## config.mk

```make
export PLATFORM = sky130hd
export DESIGN_NAME = tma_queue
export DESIGN_NICKNAME = d
export VERILOG_FILES = /design/src/rtl/trailing_moving_average_assert.svh /design/src/rtl/tma_pkg.sv /design/src/rtl/tma_queue.sv
export SDC_FILE = /design/constraint.sdc
export NUM_CORES = 1
export LEC_CHECK = 0
export BUFFER_PORTS_ARGS = -buffer_cell sky130_fd_sc_hd__buf_2
export CAP_MARGIN = 0
export CORE_MARGIN = 2
export CORE_UTILIZATION = 50
export DETAILED_ROUTE_END_ITERATION = 10
export GPL_ROUTABILITY_DRIVEN = 1
export GPL_TIMING_DRIVEN = 0
export PLACE_DENSITY = 0.76
export SYNTH_ARGS = -nofsm -noshare
export SYNTH_HDL_FRONTEND = slang
export SYNTH_SLANG_ARGS = --single-unit
```

## constraint.sdc

```tcl
create_clock -name clk -period 10.7 [get_ports clk]
set_input_delay 2.14 -clock clk [delete_from_list [all_inputs] [get_ports clk]]
set_output_delay 2.14 -clock clk [all_outputs]
set_load 0.02 [all_outputs]
```

## src/rtl/trailing_moving_average_assert.svh

```systemverilog
// Assertion macros for the trailing moving average block.
// Used by the top level; expects clk and arst_n in the including scope.
`ifndef TRAILING_MOVING_AVERAGE_ASSERT_SVH
`define TRAILING_MOVING_AVERAGE_ASSERT_SVH

// Same-cycle implication, checked out of reset.
`define TMA_ASSERT_NOW(label, ante, cons, msg) \
	label: assert property (@(posedge clk) disable iff (!arst_n) (ante) |-> (cons)) \
		else $error(msg);

// Next-cycle implication, checked out of reset.
`define TMA_ASSERT_NEXT(label, ante, cons, msg) \
	label: assert property (@(posedge clk) disable iff (!arst_n) (ante) |=> (cons)) \
		else $error(msg);

`endif

```

## src/rtl/tma_pkg.sv

```systemverilog
// Shared types, widths and helper functions of the trailing moving average block.
// No dependencies; imported by every module of the block.
`default_nettype none

package tma_pkg;

	// Ring depth and the widths that follow from it.
	localparam int MAX_WINDOW = 256;
	localparam int VALUE_W = 32;
	localparam int CFG_W = 9;
	localparam logic [CFG_W-1:0] WINDOW_RESET = CFG_W'(7);
	localparam int SLOT_W = $clog2(MAX_WINDOW);
	localparam int COUNT_W = $clog2(MAX_WINDOW + 1);
	localparam int SUM_W = VALUE_W + SLOT_W;
	localparam int STEP_W = $clog2(SUM_W + 1);
	localparam int WIDE_W = (COUNT_W > CFG_W) ? COUNT_W : CFG_W;

	// Queue between the front and the back.
	localparam int QUEUE_DEPTH = 2;
	localparam int QPTR_W = (QUEUE_DEPTH > 1) ? $clog2(QUEUE_DEPTH) : 1;
	localparam int QCNT_W = $clog2(QUEUE_DEPTH + 1);

	// How the back updates the running sum for one item.
	typedef enum logic [1:0] {
		OP_START,  // sum is the new total alone
		OP_GROW,   // window grew by one: add the new total
		OP_SLIDE,  // same window: add the new total, drop the oldest
		OP_RESUM   // window size changed: sum the ring again
	} op_t;

	// One classified beat as it travels from the front to the back.
	typedef struct packed {
		logic signed [VALUE_W-1:0] value;
		logic [SLOT_W-1:0] slot;
		logic [SLOT_W-1:0] rd_addr;
		logic [COUNT_W-1:0] count;
		op_t op;
	} item_t;

	typedef struct packed {
		logic empty;
		logic full;
	} q_status_t;

	// Ring slot that lies gap places behind slot, wrapping at the ring depth.
	function automatic logic [SLOT_W-1:0] slot_back(input logic [SLOT_W-1:0] slot,
		input logic [COUNT_W-1:0] gap);
		logic [COUNT_W-1:0] s;
		logic [COUNT_W-1:0] r;
		s = COUNT_W'(slot);
		if (s >= gap) begin
			r = s - gap;
		end else begin
			r = COUNT_W'(MAX_WINDOW) - (gap - s);
		end
		return r[SLOT_W-1:0];
	endfunction

	// Sign extension of one daily total to the width of the running sum.
	function automatic logic signed [SUM_W-1:0] ext_total(input logic [VALUE_W-1:0] v);
		return {{(SUM_W - VALUE_W){v[VALUE_W-1]}}, v};
	endfunction

endpackage

`default_nettype wire

```

## src/rtl/tma_queue.sv

```systemverilog
// Short queue that decouples the front from the back.
// Depends on tma_pkg for the item type and the queue depth.
`default_nettype none

module tma_queue
	import tma_pkg::*;
(
	input wire logic clk,
	input wire logic arst_n,
	input wire logic push,
	input wire item_t push_item,
	input wire logic pop,
	output item_t head,
	output q_status_t status
);

	item_t entries [QUEUE_DEPTH];
	logic [QPTR_W-1:0] wr_ptr_q;
	logic [QPTR_W-1:0] rd_ptr_q;
	logic [QCNT_W-1:0] count_q;

	// Pointer advance with wrap at the queue depth.
	function automatic logic [QPTR_W-1:0] next_ptr(input logic [QPTR_W-1:0] p);
		return (p == QPTR_W'(QUEUE_DEPTH - 1)) ? '0 : p + 1'b1;
	endfunction

	// Storage for queued beats; payload needs no reset.
	always_ff @(posedge clk) begin
		if (push) begin
			entries[wr_ptr_q] <= push_item;
		end
	end

	// Pointers and fill count.
	always_ff @(posedge clk or negedge arst_n) begin
		if (!arst_n) begin
			wr_ptr_q <= '0;
			rd_ptr_q <= '0;
			count_q <= '0;
		end else begin
			if (push) begin
				wr_ptr_q <= next_ptr(wr_ptr_q);
			end
			if (pop) begin
				rd_ptr_q <= next_ptr(rd_ptr_q);
			end
			if (push && !pop) begin
				count_q <= count_q + 1'b1;
			end else if (pop && !push) begin
				count_q <= count_q - 1'b1;
			end
		end
	end

	assign head = entries[rd_ptr_q];
	assign status.empty = (count_q == '0);
	assign status.full = (count_q == QCNT_W'(QUEUE_DEPTH));

endmodule

`default_nettype wire

```

==> flow_summary.toml <==
[run_status]
status = "finished clean"

[worst_hold_path]
hold_class = "reg -> reg"
holdPathEnd = "count_q[1]"
min_from = "count_q[1]"
hold_depth = 1

[finish]
fin_util_pct = 66.6
layout-drive-gt1-share_pct = 62.9
antenna_cells = 0
syn_to_final_growth_pct = 29.7
final_nets = 407

[setup_path]
start_kind = "register"
cpPeakStageDelay_ns = 0.34
reg2reg_slack_ns = 8.94
crit_family = "buffers and inverters"
arrival_ns = 1.66
cp-end-kind = "primary output"
r2r-start = "wr_ptr_q"
crit_fanout = 10
crit_type = "reg -> out"
path_cells = "buf_6, buf_12, mux2_4, buf_2"
slowest_stage = "dfrtp_1"
timing.critical_path.buf_inv = 3
r2r_end = "entries[0][13]"
rr_worst_depth = 2
required_ns = 8.56

[placement]
place_congestion = 0.671
dp_hpwl_um = 4970
pre_cts_slack_ns = 7.02
port_buffers = 123

[power]
finalPower_mw = 1.84
p_per_area_nw_per_um2 = 299
p_leak_nw = 2.53
ir_drop_uv = 168

[synthesis]
synthCells = 200
synth_area_um2 = 4750
synth_fp_nets = 264
ys_seq_elements = 122
yosysWarnings = 0
synth_top_area_cell = "edfxtp_1"
synth_top_area_share_pct = 74.6
seq_area_frac_synth_pct = 76.8
yosys-top-cells-area = "edfxtp_1 (75%), mux2_4 (19%), buf_12 (2.5%), dfrtp_1 (2.1%), xor2_1 (0.74%)"
synth_cell_types = 12
avgSynthCellArea_um2 = 23.7

[detailed_routing]
vias = 2253
drt-pass1-iter-count = 4
viasPerCell = 4.65
ant_nets = 0
drc = 0
wl_um = 7580
wl_per_cell_um = 15.6
drt_iter0_markers = 47

[floorplanning]
die_area_um2 = 10300
ios = 124
die_w_um = 101
rows = 35
die_y_um = 101
start_util_pct = 51.4
core_um2 = 9240

[grt]
grt_overflow = 0
grt_usage_pct = 14.9
grt_pass1_wl_um = 11200
grt_pass1_vias = 2341
grt_max_degree = 60
antenna_found_initial = 0

[timing]
tightest_slew_ns = 0.866
finalCritPeriodShare_pct = 35.5
holdWs_ns = 0.519
finalCriticalPeriod_ns = 3.80
skew_ns = 0.00644
fin_setup_tns_ns = 0
setup_viol = 0
hold_viol_final = 0
rsz0062_at_grt = "no"
fin_ws_ns = 6.90
drv_slew = 0
max_freq_mhz = 263
relSlewSlack_pct = 42.2

[clock_network]
postCtsResizedCells = 0
ctsHoldBuffers = 0
clock_sinks = 122
clock_path_buffers = 2
cts_buffers = 17
clkTransAtPathRegs_ns = 0.06
clk_root_buffer_cell = "clkbuf_8"
cts_tree = "built"
insertion_delay_ns = 0.50
h-tree-depth = 4
post_cts_buffers = 0

[job]
maxCapViolations = 0
-- worst max path at each step --
stage	start	end	slack, ns	cells past startpoint
after CTS	rd_ptr_q	head[11]	6.86	4
after global routing	rd_ptr_q	head[38]	6.83	4
after detailed placement	push	entries[0][51]	7.02	3
final	rd_ptr_q	head[17]	6.90	4
after floorplan	push	entries[0][0]	5.48	1
after global placement	push	entries[0][9]	3.90	2
-- cells in the final DEF, fill, tap and decap left out, types with 2 or more instances in the layout --
master and n:
buf_12 7, buf_2 123, bufinv_16 3, clkbuf_16 16, clkinv_4 2, clkinvlp_4 3
dfrtp_1 4, edfxtp_1 118, inv_6 5, mux2_4 59, nor2_1 2, xor2_1 4
-- synthesized netlist by cell type --
cell and number:
inv_1 1, xnor2_1 1, nor2_1 2, ha_1 1, dfrtp_1 4, buf_12 6, xor2_1 4, buf_6 1
and2_1 1, nor2b_1 2, edfxtp_1 118, mux2_4 59
-- registers in the layout (all words and copies together) (netlist names) --
register	count
entries	118
count_q	2
rd_ptr_q	1
wr_ptr_q	1
-- final cells by class --
class / count / area [um^2]
buffer: 7 / 131
inverter: 1 / 3.75
clock inverter: 15 / 190
sequential: 122 / 3640
tap: 129 / 161
fill: 665 / 3080
clock buffer: 17 / 414
timing repair buffer: 124 / 636
multi-input combinational: 70 / 978
-- routing by layer --
layer	GRT usage, %	vias up	share of wire (%)
met3	5.18	5	5.2
met5	0	-	0
met4	7.48	0	0.91
met2	24.6	75	53
met1	17.3	1101	41
li1	-	1072	-
-- power by group --
part	total [mW]	switching, mW	leakage (nW)	internal [mW]
Combinational	0.605	0.316	1.09	0.290
Clock	0.572	0.212	0.288	0.360
Sequential	0.663	0.0275	1.15	0.636
-- per-stage QoR --
step / instances / cell area [um^2]
floorplan: 200 / 4750
global placement: 452 / 5520
detailed placement: 453 / 5550
CTS: 485 / 6160
global route: 485 / 6160
finish: 485 / 6160
-- cell families after synthesis --
logic type    Yosys count  share of synthesized area, %
fa+ha+maj               1                         0.264
xor+xnor                5                         0.922
flops                 122                          76.8
buf+inv                 8                          2.85
simple gates            5                         0.554
mux                    59                          18.7
Power figures use the tool's default switching activity.
