[src/rtl/trailing_moving_average_assert.svh]
// Assertion macros for the trailing moving average block.
// Used by the top level; expects clk and arst_n in the including scope.
`ifndef TRAILING_MOVING_AVERAGE_ASSERT_SVH
`define TRAILING_MOVING_AVERAGE_ASSERT_SVH

// Same-cycle implication, checked out of reset.
`define TMA_ASSERT_NOW(label, ante, cons, msg) \
	label: assert property (@(posedge clk) disable iff (!arst_n) (ante) |-> (cons)) \
		else $error(msg);

// Next-cycle implication, checked out of reset.
`define TMA_ASSERT_NEXT(label, ante, cons, msg) \
	label: assert property (@(posedge clk) disable iff (!arst_n) (ante) |=> (cons)) \
		else $error(msg);

`endif

[src/rtl/tma_pkg.sv]
// Shared types, widths and helper functions of the trailing moving average block.
// No dependencies; imported by every module of the block.
`default_nettype none

package tma_pkg;

	// Ring depth and the widths that follow from it.
	localparam int MAX_WINDOW = 256;
	localparam int VALUE_W = 32;
	localparam int CFG_W = 9;
	localparam logic [CFG_W-1:0] WINDOW_RESET = CFG_W'(7);
	localparam int SLOT_W = $clog2(MAX_WINDOW);
	localparam int COUNT_W = $clog2(MAX_WINDOW + 1);
	localparam int SUM_W = VALUE_W + SLOT_W;
	localparam int STEP_W = $clog2(SUM_W + 1);
	localparam int WIDE_W = (COUNT_W > CFG_W) ? COUNT_W : CFG_W;

	// Queue between the front and the back.
	localparam int QUEUE_DEPTH = 2;
	localparam int QPTR_W = (QUEUE_DEPTH > 1) ? $clog2(QUEUE_DEPTH) : 1;
	localparam int QCNT_W = $clog2(QUEUE_DEPTH + 1);

	// How the back updates the running sum for one item.
	typedef enum logic [1:0] {
		OP_START,  // sum is the new total alone
		OP_GROW,   // window grew by one: add the new total
		OP_SLIDE,  // same window: add the new total, drop the oldest
		OP_RESUM   // window size changed: sum the ring again
	} op_t;

	// One classified beat as it travels from the front to the back.
	typedef struct packed {
		logic signed [VALUE_W-1:0] value;
		logic [SLOT_W-1:0] slot;
		logic [SLOT_W-1:0] rd_addr;
		logic [COUNT_W-1:0] count;
		op_t op;
	} item_t;

	typedef struct packed {
		logic empty;
		logic full;
	} q_status_t;

	// Ring slot that lies gap places behind slot, wrapping at the ring depth.
	function automatic logic [SLOT_W-1:0] slot_back(input logic [SLOT_W-1:0] slot,
		input logic [COUNT_W-1:0] gap);
		logic [COUNT_W-1:0] s;
		logic [COUNT_W-1:0] r;
		s = COUNT_W'(slot);
		if (s >= gap) begin
			r = s - gap;
		end else begin
			r = COUNT_W'(MAX_WINDOW) - (gap - s);
		end
		return r[SLOT_W-1:0];
	endfunction

	// Sign extension of one daily total to the width of the running sum.
	function automatic logic signed [SUM_W-1:0] ext_total(input logic [VALUE_W-1:0] v);
		return {{(SUM_W - VALUE_W){v[VALUE_W-1]}}, v};
	endfunction

endpackage

`default_nettype wire

[src/rtl/tma_front.sv]
// Front of the block: takes input beats and the window size register, tracks
// fill count and ring slot, and classifies how each beat updates the sum.
// Depends on tma_pkg.
`default_nettype none

module tma_front
	import tma_pkg::*;
(
	input wire logic clk,
	input wire logic arst_n,
	input wire logic in_valid,
	output logic in_ready,
	input wire logic signed [VALUE_W-1:0] day_revenue,
	input wire logic starts_series,
	input wire logic cfg_valid,
	output logic cfg_ready,
	input wire logic [CFG_W-1:0] cfg_data,
	input wire q_status_t q_status,
	output logic push,
	output item_t push_item
);

	logic [CFG_W-1:0] window_size_q;
	logic [COUNT_W-1:0] fill_q;
	logic [SLOT_W-1:0] slot_q;
	logic [COUNT_W-1:0] nprev_q;

	logic [COUNT_W-1:0] fill_base;
	logic [SLOT_W-1:0] slot_base;
	logic [COUNT_W-1:0] nprev_base;
	logic [COUNT_W-1:0] fill_new;
	logic [WIDE_W-1:0] ws_wide;
	logic [WIDE_W-1:0] w_wide;
	logic [COUNT_W-1:0] w_eff;
	logic [COUNT_W-1:0] count;
	logic [SLOT_W-1:0] slot_next;
	op_t op;

	assign in_ready = !q_status.full;
	assign push = in_valid && in_ready;
	assign cfg_ready = 1'b1;

	// A series start sees an empty window.
	assign fill_base = starts_series ? '0 : fill_q;
	assign slot_base = starts_series ? '0 : slot_q;
	assign nprev_base = starts_series ? '0 : nprev_q;

	// Fill count after this beat, saturating at the ring depth.
	assign fill_new = (fill_base == COUNT_W'(MAX_WINDOW)) ? fill_base : fill_base + 1'b1;

	// Effective window size: zero reads as one, large values clamp to the ring depth.
	assign ws_wide = WIDE_W'(window_size_q);
	always_comb begin
		if (ws_wide == '0) begin
			w_wide = WIDE_W'(1);
		end else if (ws_wide > WIDE_W'(MAX_WINDOW)) begin
			w_wide = WIDE_W'(MAX_WINDOW);
		end else begin
			w_wide = ws_wide;
		end
	end
	assign w_eff = w_wide[COUNT_W-1:0];
	assign count = (fill_new < w_eff) ? fill_new : w_eff;

	// Classify the sum update against the window of the previous beat.
	always_comb begin
		if (starts_series || count == COUNT_W'(1)) begin
			op = OP_START;
		end else if ({1'b0, count} == {1'b0, nprev_base} + 1'b1) begin
			op = OP_GROW;
		end else if (count == nprev_base) begin
			op = OP_SLIDE;
		end else begin
			op = OP_RESUM;
		end
	end

	assign slot_next = (slot_base == SLOT_W'(MAX_WINDOW - 1)) ? '0 : slot_base + 1'b1;

	// Beat handed to the queue; the first ring read depends on the update kind.
	always_comb begin
		push_item.value = day_revenue;
		push_item.slot = slot_base;
		push_item.count = count;
		push_item.op = op;
		if (op == OP_SLIDE) begin
			push_item.rd_addr = slot_back(slot_base, count);
		end else begin
			push_item.rd_addr = slot_back(slot_base, COUNT_W'(1));
		end
	end

	// Series tracking and the window size register.
	always_ff @(posedge clk or negedge arst_n) begin
		if (!arst_n) begin
			window_size_q <= WINDOW_RESET;
			fill_q <= '0;
			slot_q <= '0;
			nprev_q <= '0;
		end else begin
			if (cfg_valid && cfg_ready) begin
				window_size_q <= cfg_data;
			end
			if (push) begin
				fill_q <= fill_new;
				slot_q <= slot_next;
				nprev_q <= count;
			end
		end
	end

endmodule

`default_nettype wire

[config.mk]
export PLATFORM = sky130hd
export DESIGN_NAME = tma_front
export DESIGN_NICKNAME = d
export VERILOG_FILES = /design/src/rtl/trailing_moving_average_assert.svh /design/src/rtl/tma_pkg.sv /design/src/rtl/tma_front.sv
export SDC_FILE = /design/constraint.sdc
export NUM_CORES = 1
export LEC_CHECK = 0
export BUFFER_PORTS_ARGS = -buffer_cell sky130_fd_sc_hd__buf_2
export CAP_MARGIN = 20
export CORE_ASPECT_RATIO = 1.25
export CORE_UTILIZATION = 57
export DETAILED_ROUTE_END_ITERATION = 12
export HOLD_SLACK_MARGIN = 0.08
export PLACE_DENSITY_LB_ADDON = 0.12
export SYNTH_ARGS = -nofsm -noshare
export SYNTH_HDL_FRONTEND = slang
export SYNTH_SLANG_ARGS = --single-unit
[constraint.sdc]
create_clock -name clk -period 19.3 [get_ports clk]
set_input_delay 5.79 -clock clk [delete_from_list [all_inputs] [get_ports clk]]
set_output_delay 5.79 -clock clk [all_outputs]
set_load 0.03 [all_outputs]
==> results.py, run 1 <==
metrics = {
    "status": {
        "status": "completed",
    },
    "setup_path": {
        "worstPathMaxFanout": 27,
        "cp_common_cell": "ha_1",
        "worstSetupEndpointType": "primary output",
        "cp_data_arrival_time_ns": 11.97,
        "cpMaxStageDelayCell": "a2111oi_0",
        "criticalPathCategory": "in2out",
        "required_ns": 13.51,
        "critPathMaxStageDelay_ns": 0.55,
        "start_kind": "input port",
    },
    "clock_tree": {
        "cts_tree": "yes",
        "clk_latency_ns": 0.29,
        "clkTransAtPathRegs_ns": 0.07,
        "numCtsBuffers": 5,
        "htree_levels": 2,
        "postCtsSetupRepairBufs": 0,
        "cts.sinks": 35,
        "post_cts_resized": 0,
        "clockRootBuffer": "clkbuf_8",
        "holdBufCountCts": 0,
        "clockBufferDepth": 2,
    },
    "detailed_routing": {
        "drtPass1Iterations": 4,
        "ant_nets": 0,
        "wl_per_cell_um": 15.8,
        "via_count": 2975,
        "via_per_inst": 5.77,
        "drc": 0,
        "drt_iter0_markers": 108,
        "routed_wirelength_mm": 8.16,
    },
    "yosys": {
        "synth_common_cells": "nand2_1, buf_4, dfrtp_1, o21ai_0, inv_1",
        "synth_enable_flop_cells": 0,
        "synth.avg_cell_area_sq_um": 8.18,
        "synth_fp_nets": 497,
        "netlist_top_cells_area": "dfrtp_1, buf_4, nand2_1, ha_1, xnor2_1",
        "yosysSeqAreaShare_pct": 25.1,
        "ys_seq_elements": 35,
        "yosys.area.top_type": "dfrtp_1",
        "ys_warn_count": 0,
        "synth.top_cell.area_share_pct": 22.8,
        "async_flop_share_pct": 100,
        "synth_area_sq_um": 3510,
        "ys_types": 69,
        "synth_cells": 429,
        "synth.most_common_cell": "nand2_1",
        "synth_flop_cell": "dfrtp_1",
    },
    "layout": {
        "stdcell_area_sq_um": 3630,
        "syn_to_final_growth_pct": 3.49,
        "drive_gt1_share_pct": 19.4,
        "antennaDiodeCount": 0,
        "final_nets": 501,
    },
    "grt": {
        "grt_max_degree": 40,
        "track_usage_pct": 26.5,
        "grt_overflow": 0,
        "grt_pass1_vias": 2847,
        "grt_pass1_wl_mm": 13.6,
        "antenna_found_initial": 0,
    },
    "sta": {
        "max_freq_ghz": 0.0563,
        "min_period_ns": 17.76,
        "worst_pin_slew_ns": 0.782,
        "post-route-period-util_pct": 92.0,
        "setup_viol": 0,
        "hold_viol_final": 0,
        "setup_tns_ns": 0,
        "final-max-slew-violation-count": 0,
        "hold-worst-slack_ns": 0.491,
        "rsz0062_at_grt": "false",
        "finalClockSkew_ns": 0.00430,
        "slew_headroom_pct": 47.8,
    },
    "floorplan": {
        "die_x_um": 72.2,
        "design.core.area_sq_um": 5860,
        "dieArea_sq_um": 6480,
        "start_util_pct": 59.9,
        "die_height_um": 89.7,
        "ios": 110,
        "rows": 31,
    },
    "placed_design": {
        "place_congestion": 0.882,
        "io_buffers": 43,
        "placed_area_sq_um": 3540,
        "hpwl_mm": 6.15,
    },
    "min_path": {
        "min_path_type": "reg2reg",
    },
    "power_and_ir_drop": {
        "vdd_ir_drop_max_mv": 0.0428,
        "p_leak_nw": 1.73,
        "cellPowerDensity_nw_per_um2": 70.5,
    },
    "job": {
        "cap_viol_max_count": 0,
    },
}
final timing paths:
check / startpoint / end / slack [ns] / cells after the start
worst max-delay path: starts_series / push_item[18] / 1.54 / 27
worst min-delay path: slot_q[7] / slot_q[7] / 0.49 / 2
worst max register to register: fill_q[1] / nprev_q[6] / 15.28 / 14
worst min register to register: slot_q[7] / slot_q[7] / 0.49 / 2
max in group asynchronous: arst_n / slot_q[4] / 13.22 / 1
min in group asynchronous: arst_n / fill_q[6] / 5.58 / 1
critical path: cells and delay by family:
kind	cells	cell delay, ns
simple gates	6	0.95
mux	1	0.42
buf+inv	5	1.01
fa+ha+maj	3	0.83
compound gates	12	2.96
layer usage:
layer  vias to the layer above  track usage (%)  wire (um)
li1                       1471                -          -
met1                      1402             34.9       3680
met2                        82             44.1       3970
met3                        20             2.80        299
met4                         0             10.3        204
met5                         -                0          0
cells by family (layout without fill, tap and decap cells):
kind of cell | Yosys count | after routing | share of synthesized area, %
AO/OA/AOI/OAI | 80 | 80 | 16.9
multiplexers | 23 | 23 | 7.31
flip-flops | 35 | 35 | 25.1
XOR/XNOR | 29 | 29 | 7.23
AND/OR/NAND/NOR | 161 | 161 | 23.7
buffers and inverters | 79 | 84 | 12.0
adder cells (fa/ha/maj) | 21 | 21 | 7.63
other | 1 | 1 | 0.107
registers in the layout (all words and copies together), names as in the netlist:
register and flops:
fill_q 9, nprev_q 9, window_size_q 9, slot_q 8
area by class of cell:
| type | instances | area, sq um |
|---|---|---|
| clock inverter | 1 | 5.00 |
| fill | 529 | 2220 |
| sequential | 35 | 880 |
| inverter | 30 | 113 |
| timing repair buffer | 46 | 238 |
| multi-input combinational | 315 | 2210 |
| tap | 82 | 103 |
| clock buffer | 7 | 86.3 |
through the flow:
step	std cells	power [mW]	setup WS (ns)	utilization, %
finish	516	0.256	1.54	62.0
global placement	508	0.200	1.67	60.5
global route	516	0.272	1.05	62.0
CTS	516	0.258	1.57	62.0
detailed placement	508	0.202	1.59	60.5
floorplan	429	0.188	2.45	-
cell usage in the layout, fill, tap and decap left out, types with 3 or more instances in the layout:
master,n
dfrtp_1,32
buf_2,43
a21oi_1,10
nor3_1,10
a21o_1,5
inv_1,26
o21a_1,3
nand2b_1,8
nor3b_1,3
nor2b_1,8
nand2_1,65
o211ai_1,3
nand4_1,5
o21ai_0,27
xor2_1,12
nand3_1,13
and2_1,6
dfstp_2,3
nor4_1,8
mux2_2,11
o31ai_1,4
and4_1,4
ha_1,19
mux2i_1,9
buf_4,3
xnor2_1,17
clkbuf_8,6
nor2_1,16
and3_1,5
report_power, final:
group | total, mW | switching, mW | internal, mW
combinational | 0.115 | 0.0707 | 0.0443
sequential | 0.0866 | 0.00690 | 0.0797
clock | 0.0547 | 0.0259 | 0.0288
(Power assumes the default switching activity.)
==> run 2, diff against run 1 <==
--- a/config.mk
+++ b/config.mk
@@ -8,6 +8,7 @@
 export BUFFER_PORTS_ARGS = -buffer_cell sky130_fd_sc_hd__buf_2
 export CAP_MARGIN = 20
 export CORE_ASPECT_RATIO = 1.25
+export CORE_MARGIN = 4
 export CORE_UTILIZATION = 57
 export DETAILED_ROUTE_END_ITERATION = 12
 export HOLD_SLACK_MARGIN = 0.08
==> constraint.sdc (replaced) <==
create_clock -name clk -period 22.3 [get_ports clk]
set_input_delay 6.69 -clock clk [delete_from_list [all_inputs] [get_ports clk]]
set_output_delay 6.69 -clock clk [all_outputs]
set_load 0.03 [all_outputs]
==> results.py, run 2 (synthesis results as in run 1) <==
metrics = {
    "detailed_routing": {
        "routed_wirelength_mm": 8.24,
        "via_per_inst": 5.75,
        "ant_nets": 0,
        "wl_per_cell_um": 16.0,
        "drt_iter0_markers": 148,
        "drc": 0,
        "via_count": 2963,
        "drtPass1Iterations": 4,
    },
    "placed_design": {
        "io_buffers": 43,
        "pre_cts_ws_ns": 2.28,
        "hpwl_mm": 6.35,
        "place_congestion": 0.893,
    },
    "sta": {
        "max_freq_ghz": 0.0496,
        "finalClockSkew_ns": 0.00272,
        "worst_pin_slew_ns": 0.796,
        "post-route-period-util_pct": 90.4,
        "final-max-slew-violation-count": 0,
        "hold_viol_final": 0,
        "min_period_ns": 20.16,
        "setup_tns_ns": 0,
        "rsz0062_at_grt": "false",
        "slew_headroom_pct": 47.0,
        "setup_slack_ns": 2.14,
        "setup_viol": 0,
    },
    "layout": {
        "multi_input_area_sq_um": 2210,
        "syn_to_final_growth_pct": 3.88,
        "drive_gt1_share_pct": 19.4,
        "reg_top3": "fill_q: 9 flops, nprev_q: 9 flops, window_size_q: 9 flops",
        "final_cell_mix": "nand2_1, buf_2, dfrtp_1",
        "antennaDiodeCount": 0,
        "final_nets": 500,
        "register_area_sq_um": 880,
        "layout_commonest_cell": "nand2_1",
        "fillerInstances": 575,
    },
    "clock_tree": {
        "cts_tree": "yes",
        "htree_levels": 2,
        "cts.sinks": 35,
        "clockRootBuffer": "clkbuf_8",
        "holdBufCountCts": 0,
        "clk_latency_ns": 0.29,
        "clockBufferDepth": 2,
        "numCtsBuffers": 5,
        "clkTransAtPathRegs_ns": 0.07,
        "postCtsSetupRepairBufs": 0,
        "post_cts_resized": 0,
    },
    "setup_path": {
        "criticalPathCategory": "in2out",
        "cp_data_arrival_time_ns": 13.47,
        "worstPathMaxFanout": 27,
        "required_ns": 15.61,
        "worstSetupEndpointType": "primary output",
        "start_kind": "input port",
        "reg2reg_depth": 14,
    },
    "floorplan": {
        "die_height_um": 95.7,
        "ios": 110,
        "start_util_pct": 59.6,
        "rows": 31,
        "die_x_um": 78.2,
        "design.core.area_sq_um": 5900,
        "dieArea_sq_um": 7490,
    },
    "power_and_ir_drop": {
        "p_seq_share_pct": 32.2,
        "p_leak_nw": 1.74,
        "cellPowerDensity_nw_per_um2": 63.6,
        "vdd_ir_drop_max_mv": 0.0429,
        "switching_share_pct": 39.4,
        "pwr-share-comb_pct": 43.1,
        "clkPwrFrac_pct": 24.7,
        "power_switching_uw": 91.3,
        "p_int_uw": 141,
    },
    "status": {
        "status": "completed",
    },
    "grt": {
        "antenna_found_initial": 0,
        "grt_pass1_wl_mm": 13.7,
        "grt_max_degree": 40,
        "grt_pass1_vias": 2828,
        "grt_overflow": 0,
        "track_usage_pct": 22.9,
    },
    "job": {
        "cap_viol_max_count": 0,
    },
    "min_path": {
        "whs_path_depth": 2,
        "min_path_type": "reg2reg",
    },
}
## run 2: changes by cell type in the layout (fill, tap and decap cells not counted)
cell	delta
clkbuf_8	-1
bufinv_16	+1
clkbuf_1	-1
buf_4	-1
clkinv_4	+1
## run 2: metrics by stage
stage / hold WS [ns] / total power [mW] / std cells / utilization [%] / instance area, sq um
3_5_place_dp: 0.473 / 0.176 / 507 / 60.0 / 3530
4_1_cts: 0.490 / 0.234 / 515 / 61.9 / 3650
6_report: 0.488 / 0.232 / 515 / 61.9 / 3650
5_1_grt: 0.537 / 0.246 / 515 / 61.9 / 3650
2_1_floorplan: 0.450 / 0.162 / 429 / - / 3510
3_3_place_gp: 0.463 / 0.173 / 507 / 60.0 / 3530
## run 2: area by class of cell
type                            count  share of cell area, %
Clock buffer                        5                   1.89
Clock inverter                      3                   1.20
Sequential cell                    35                   24.1
Timing Repair Buffer               45                   6.31
Multi-Input combinational cell    315                   60.6
Tap cell                           82                   2.81
Inverter                           30                   3.09
## run 2: final timing paths
path                          startpoint            end  slack (ns)
max                        starts_series  push_item[18]        2.14
min                            slot_q[7]      slot_q[7]        0.49
max reg2reg                    fill_q[1]     nprev_q[6]       18.24
min reg2reg                    slot_q[7]      slot_q[7]        0.49
max in group asynchronous         arst_n      slot_q[2]       15.32
min in group asynchronous         arst_n      fill_q[5]        6.48
## run 2: power groups by stage
| stage | logic (mW) | clock network [mW] | registers, mW |
|---|---|---|---|
| after floorplan | 0.0888 | 0 | 0.0737 |
| after global placement | 0.0973 | 0 | 0.0757 |
| after detailed placement | 0.100 | 0 | 0.0758 |
| after CTS | 0.100 | 0.0593 | 0.0746 |
| after global routing | 0.109 | 0.0612 | 0.0757 |
| final | 0.0999 | 0.0574 | 0.0747 |
## run 2: routing by layer
layer	part of all wire, %	track usage (%)	wire length (um)
met1	43	28.4	3560
met2	50	41.3	4110
met3	5.1	2.62	422
met4	1.7	7.73	142
met5	0	0	0
## run 2: critical path: stages
cell	delay [ns]
buf_2	0.40
clkinv_1	0.64
nand2_1	0.38
ha_1	0.20
nor3b_1	0.20
a21oi_1	0.09
o21ai_0	0.19
o21a_1	0.20
inv_1	0.06
ha_1	0.33
a21o_1	0.19
a221o_1	0.35
a221oi_4	0.40
o21ai_1	0.22
mux2_2	0.42
ha_1	0.33
nor2b_1	0.13
o21ai_0	0.14
nand2b_1	0.14
a31o_2	0.27
a31o_2	0.26
a2111oi_0	0.58
nor3_1	0.12
nor4_1	0.20
a211o_1	0.15
buf_2	0.19
==> run 3, diff against run 2 <==
--- a/config.mk
+++ b/config.mk
@@ -5,11 +5,12 @@
 export SDC_FILE = /design/constraint.sdc
 export NUM_CORES = 1
 export LEC_CHECK = 0
+export ABC_AREA = 1
 export BUFFER_PORTS_ARGS = -buffer_cell sky130_fd_sc_hd__buf_2
 export CAP_MARGIN = 20
 export CORE_ASPECT_RATIO = 1.25
 export CORE_MARGIN = 4
-export CORE_UTILIZATION = 57
+export CORE_UTILIZATION = 58
 export DETAILED_ROUTE_END_ITERATION = 12
 export HOLD_SLACK_MARGIN = 0.08
 export PLACE_DENSITY_LB_ADDON = 0.12
==> constraint.sdc (replaced) <==
create_clock -name clk -period 22.3 [get_ports clk]
set_input_delay 6.69 -clock clk [delete_from_list [all_inputs] [get_ports clk]]
set_output_delay 6.69 -clock clk [all_outputs]
set_load 0.05 [all_outputs]
==> results.py, run 3 <==
metrics = {
    "clock_tree": {
        "holdBufCountCts": 0,
        "cts_tree": "yes",
        "numCtsBuffers": 5,
        "clkTransAtPathRegs_ns": 0.07,
        "post_cts_resized": 0,
        "clockRootBuffer": "clkbuf_8",
        "cts.sinks": 35,
        "clockBufferDepth": 2,
        "htree_levels": 2,
        "clk_latency_ns": 0.29,
        "postCtsSetupRepairBufs": 0,
    },
    "floorplan": {
        "die_height_um": 98.9,
        "rows": 32,
        "design.core.area_sq_um": 6290,
        "die_x_um": 80.7,
        "dieArea_sq_um": 7990,
        "ios": 110,
        "start_util_pct": 61.0,
    },
    "grt": {
        "grt_pass1_vias": 3427,
        "grt_overflow": 0,
        "track_usage_pct": 23.2,
        "grt_max_degree": 36,
        "grt_pass1_wl_mm": 14.7,
        "antenna_found_initial": 0,
    },
    "sta": {
        "hold-worst-slack_ns": 0.489,
        "setup_viol": 0,
        "slew_headroom_pct": 45.3,
        "max_freq_ghz": 0.0549,
        "min_period_ns": 18.22,
        "post-route-period-util_pct": 81.7,
        "finalClockSkew_ns": 0.0101,
        "hold_viol_final": 0,
        "setup_tns_ns": 0,
        "final-max-slew-violation-count": 0,
        "rsz0062_at_grt": "false",
        "worst_pin_slew_ns": 0.818,
    },
    "layout": {
        "fillerInstances": 599,
        "reg_top3": "fill_q: 9 flops, nprev_q: 9 flops, window_size_q: 9 flops",
        "syn_to_final_growth_pct": 2.77,
        "finish.utilization_pct": 62.7,
        "final_cell_mix": "nand2_1, inv_1, nand3_1",
        "layout_commonest_cell": "nand2_1",
        "antennaDiodeCount": 0,
        "drive_gt1_share_pct": 17.7,
        "final_nets": 653,
    },
    "setup_path": {
        "cp_data_arrival_time_ns": 11.53,
        "required_ns": 15.61,
        "cpMaxStageDelayCell": "nor2_2",
        "start_kind": "input port",
        "r2r-start": "fill_q[0]",
        "worstSetupEndpointType": "primary output",
        "crit_family": "simple AND/OR/NAND/NOR gates",
        "crit_start": "starts_series",
        "critPathMaxStageDelay_ns": 0.58,
        "cp_num_buf_inv": 7,
        "cp_common_cell": "nand2_1",
        "criticalPathCategory": "in2out",
        "worstPathMaxFanout": 18,
    },
    "power_and_ir_drop": {
        "vdd_ir_drop_max_mv": 0.0463,
        "cellPowerDensity_nw_per_um2": 74.4,
        "p_leak_nw": 2.21,
    },
    "min_path": {
        "min-delay-start": "fill_q[1]",
        "min_path_type": "reg2reg",
    },
    "yosys": {
        "synth_flop_cell": "dfrtp_1",
        "async_flop_share_pct": 100,
        "synth.most_common_cell": "nand2_1",
        "synth-simple-area-share_pct": 38.3,
        "yosys.area.top_type": "dfrtp_1",
        "yosysSeqAreaShare_pct": 22.9,
        "synthMuxAreaShare_pct": 0.294,
        "synth_fa_ha_area_share_pct": 6.72,
        "synth_enable_flop_cells": 0,
        "ys_seq_elements": 35,
        "ys_types": 46,
        "synth-compound-area-share_pct": 7.73,
        "synth_area_sq_um": 3840,
        "ys_warn_count": 0,
        "synth_top_family_by_area": "simple AND/OR/NAND/NOR gates",
        "synth_common_cells": "nand2_1, inv_1, nand3_1, nor2_1, buf_4",
        "synth_cells": 580,
        "synth_fp_nets": 648,
        "synth.avg_cell_area_sq_um": 6.61,
        "netlist_top_cells_area": "dfrtp_1, nand2_1, inv_1, nand3_1, buf_4",
        "synth-xor-area-share_pct": 4.99,
        "synth.top_cell.area_share_pct": 20.9,
    },
    "job": {
        "cap_viol_max_count": 0,
    },
    "placed_design": {
        "io_buffers": 43,
        "place_congestion": 0.856,
        "hpwl_mm": 7.13,
    },
    "detailed_routing": {
        "via_count": 3539,
        "drt_iter0_markers": 128,
        "ant_nets": 0,
        "routed_wirelength_mm": 8.96,
        "drtPass1Iterations": 4,
        "drc": 0,
        "wl_per_cell_um": 13.4,
        "via_per_inst": 5.27,
    },
    "status": {
        "status": "completed",
    },
}
[run 3: cell types whose count changed after synthesis, moves of 8 or more]
cell      before  now
nand3_1       13   58
xnor2_1       17    1
nand2_2        0   12
mux2_2        11    1
inv_1         26   96
nand2_4        0   11
mux2i_1        9    0
nor2_1        16   52
nand2_1       65  135
nand2b_1       8    0
nor2b_1        8    0
[run 3: report_power, final]
part | switching (mW) | total, mW | internal (mW)
logic | 0.112 | 0.157 | 0.0446
clock network | 0.0256 | 0.0624 | 0.0368
registers | 0.00422 | 0.0743 | 0.0700
total | 0.142 | 0.293 | 0.151
[run 3: final timing paths]
kind,endpoint,slack (ns),cells after the start
min reg2reg,fill_q[1],0.49,2
max in group asynchronous,fill_q[0],15.31,1
max reg2reg,nprev_q[8],18.84,17
min in group asynchronous,slot_q[0],6.47,1
min,fill_q[1],0.49,2
max,push_item[17],4.08,29
[run 3: through the flow]
step                cell area, sq um  power, mW  cells  setup WS, ns
global placement                3820      0.229    663          4.24
detailed placement              3820      0.232    663          4.13
CTS                             3940      0.296    671          4.10
global route                    3940      0.315    671          3.73
finish                          3940      0.293    671          4.08
floorplan                       3840      0.218    580          4.82
[run 3: metal layers]
metal	up-vias	track usage [%]	share of wire, %	wire, um
li1	1797	-	-	-
met1	1622	25.6	42	3740
met2	88	41.5	50	4490
met3	32	4.57	4.1	369
met4	0	11.3	4.0	360
met5	-	0	0	0
[run 3: tightest hold or removal path, stage by stage, from the launching register on]
cell	delay (ns)
dfrtp_1	0.35
nand2_1	0.05
o21ai_0	0.06
[run 3: layout make-up]
cell class	count	area (sq um)	share of cell area, %
multi-input combinational	398	2230	56.5
sequential	35	880	22.3
inverter	102	392	9.93
timing repair buffer	43	215	5.46
tap	85	106	2.70
clock buffer	6	82.6	2.09
clock inverter	2	38.8	0.984
[run 3: cells by family after synthesis]
logic type	Yosys count
and+or+nand+nor	302
buffers and inverters	147
AOI/OAI and AO/OA	53
DFF	35
xor gates and xnor gates	21
adders and majority gates	20
other	1
muxes	1
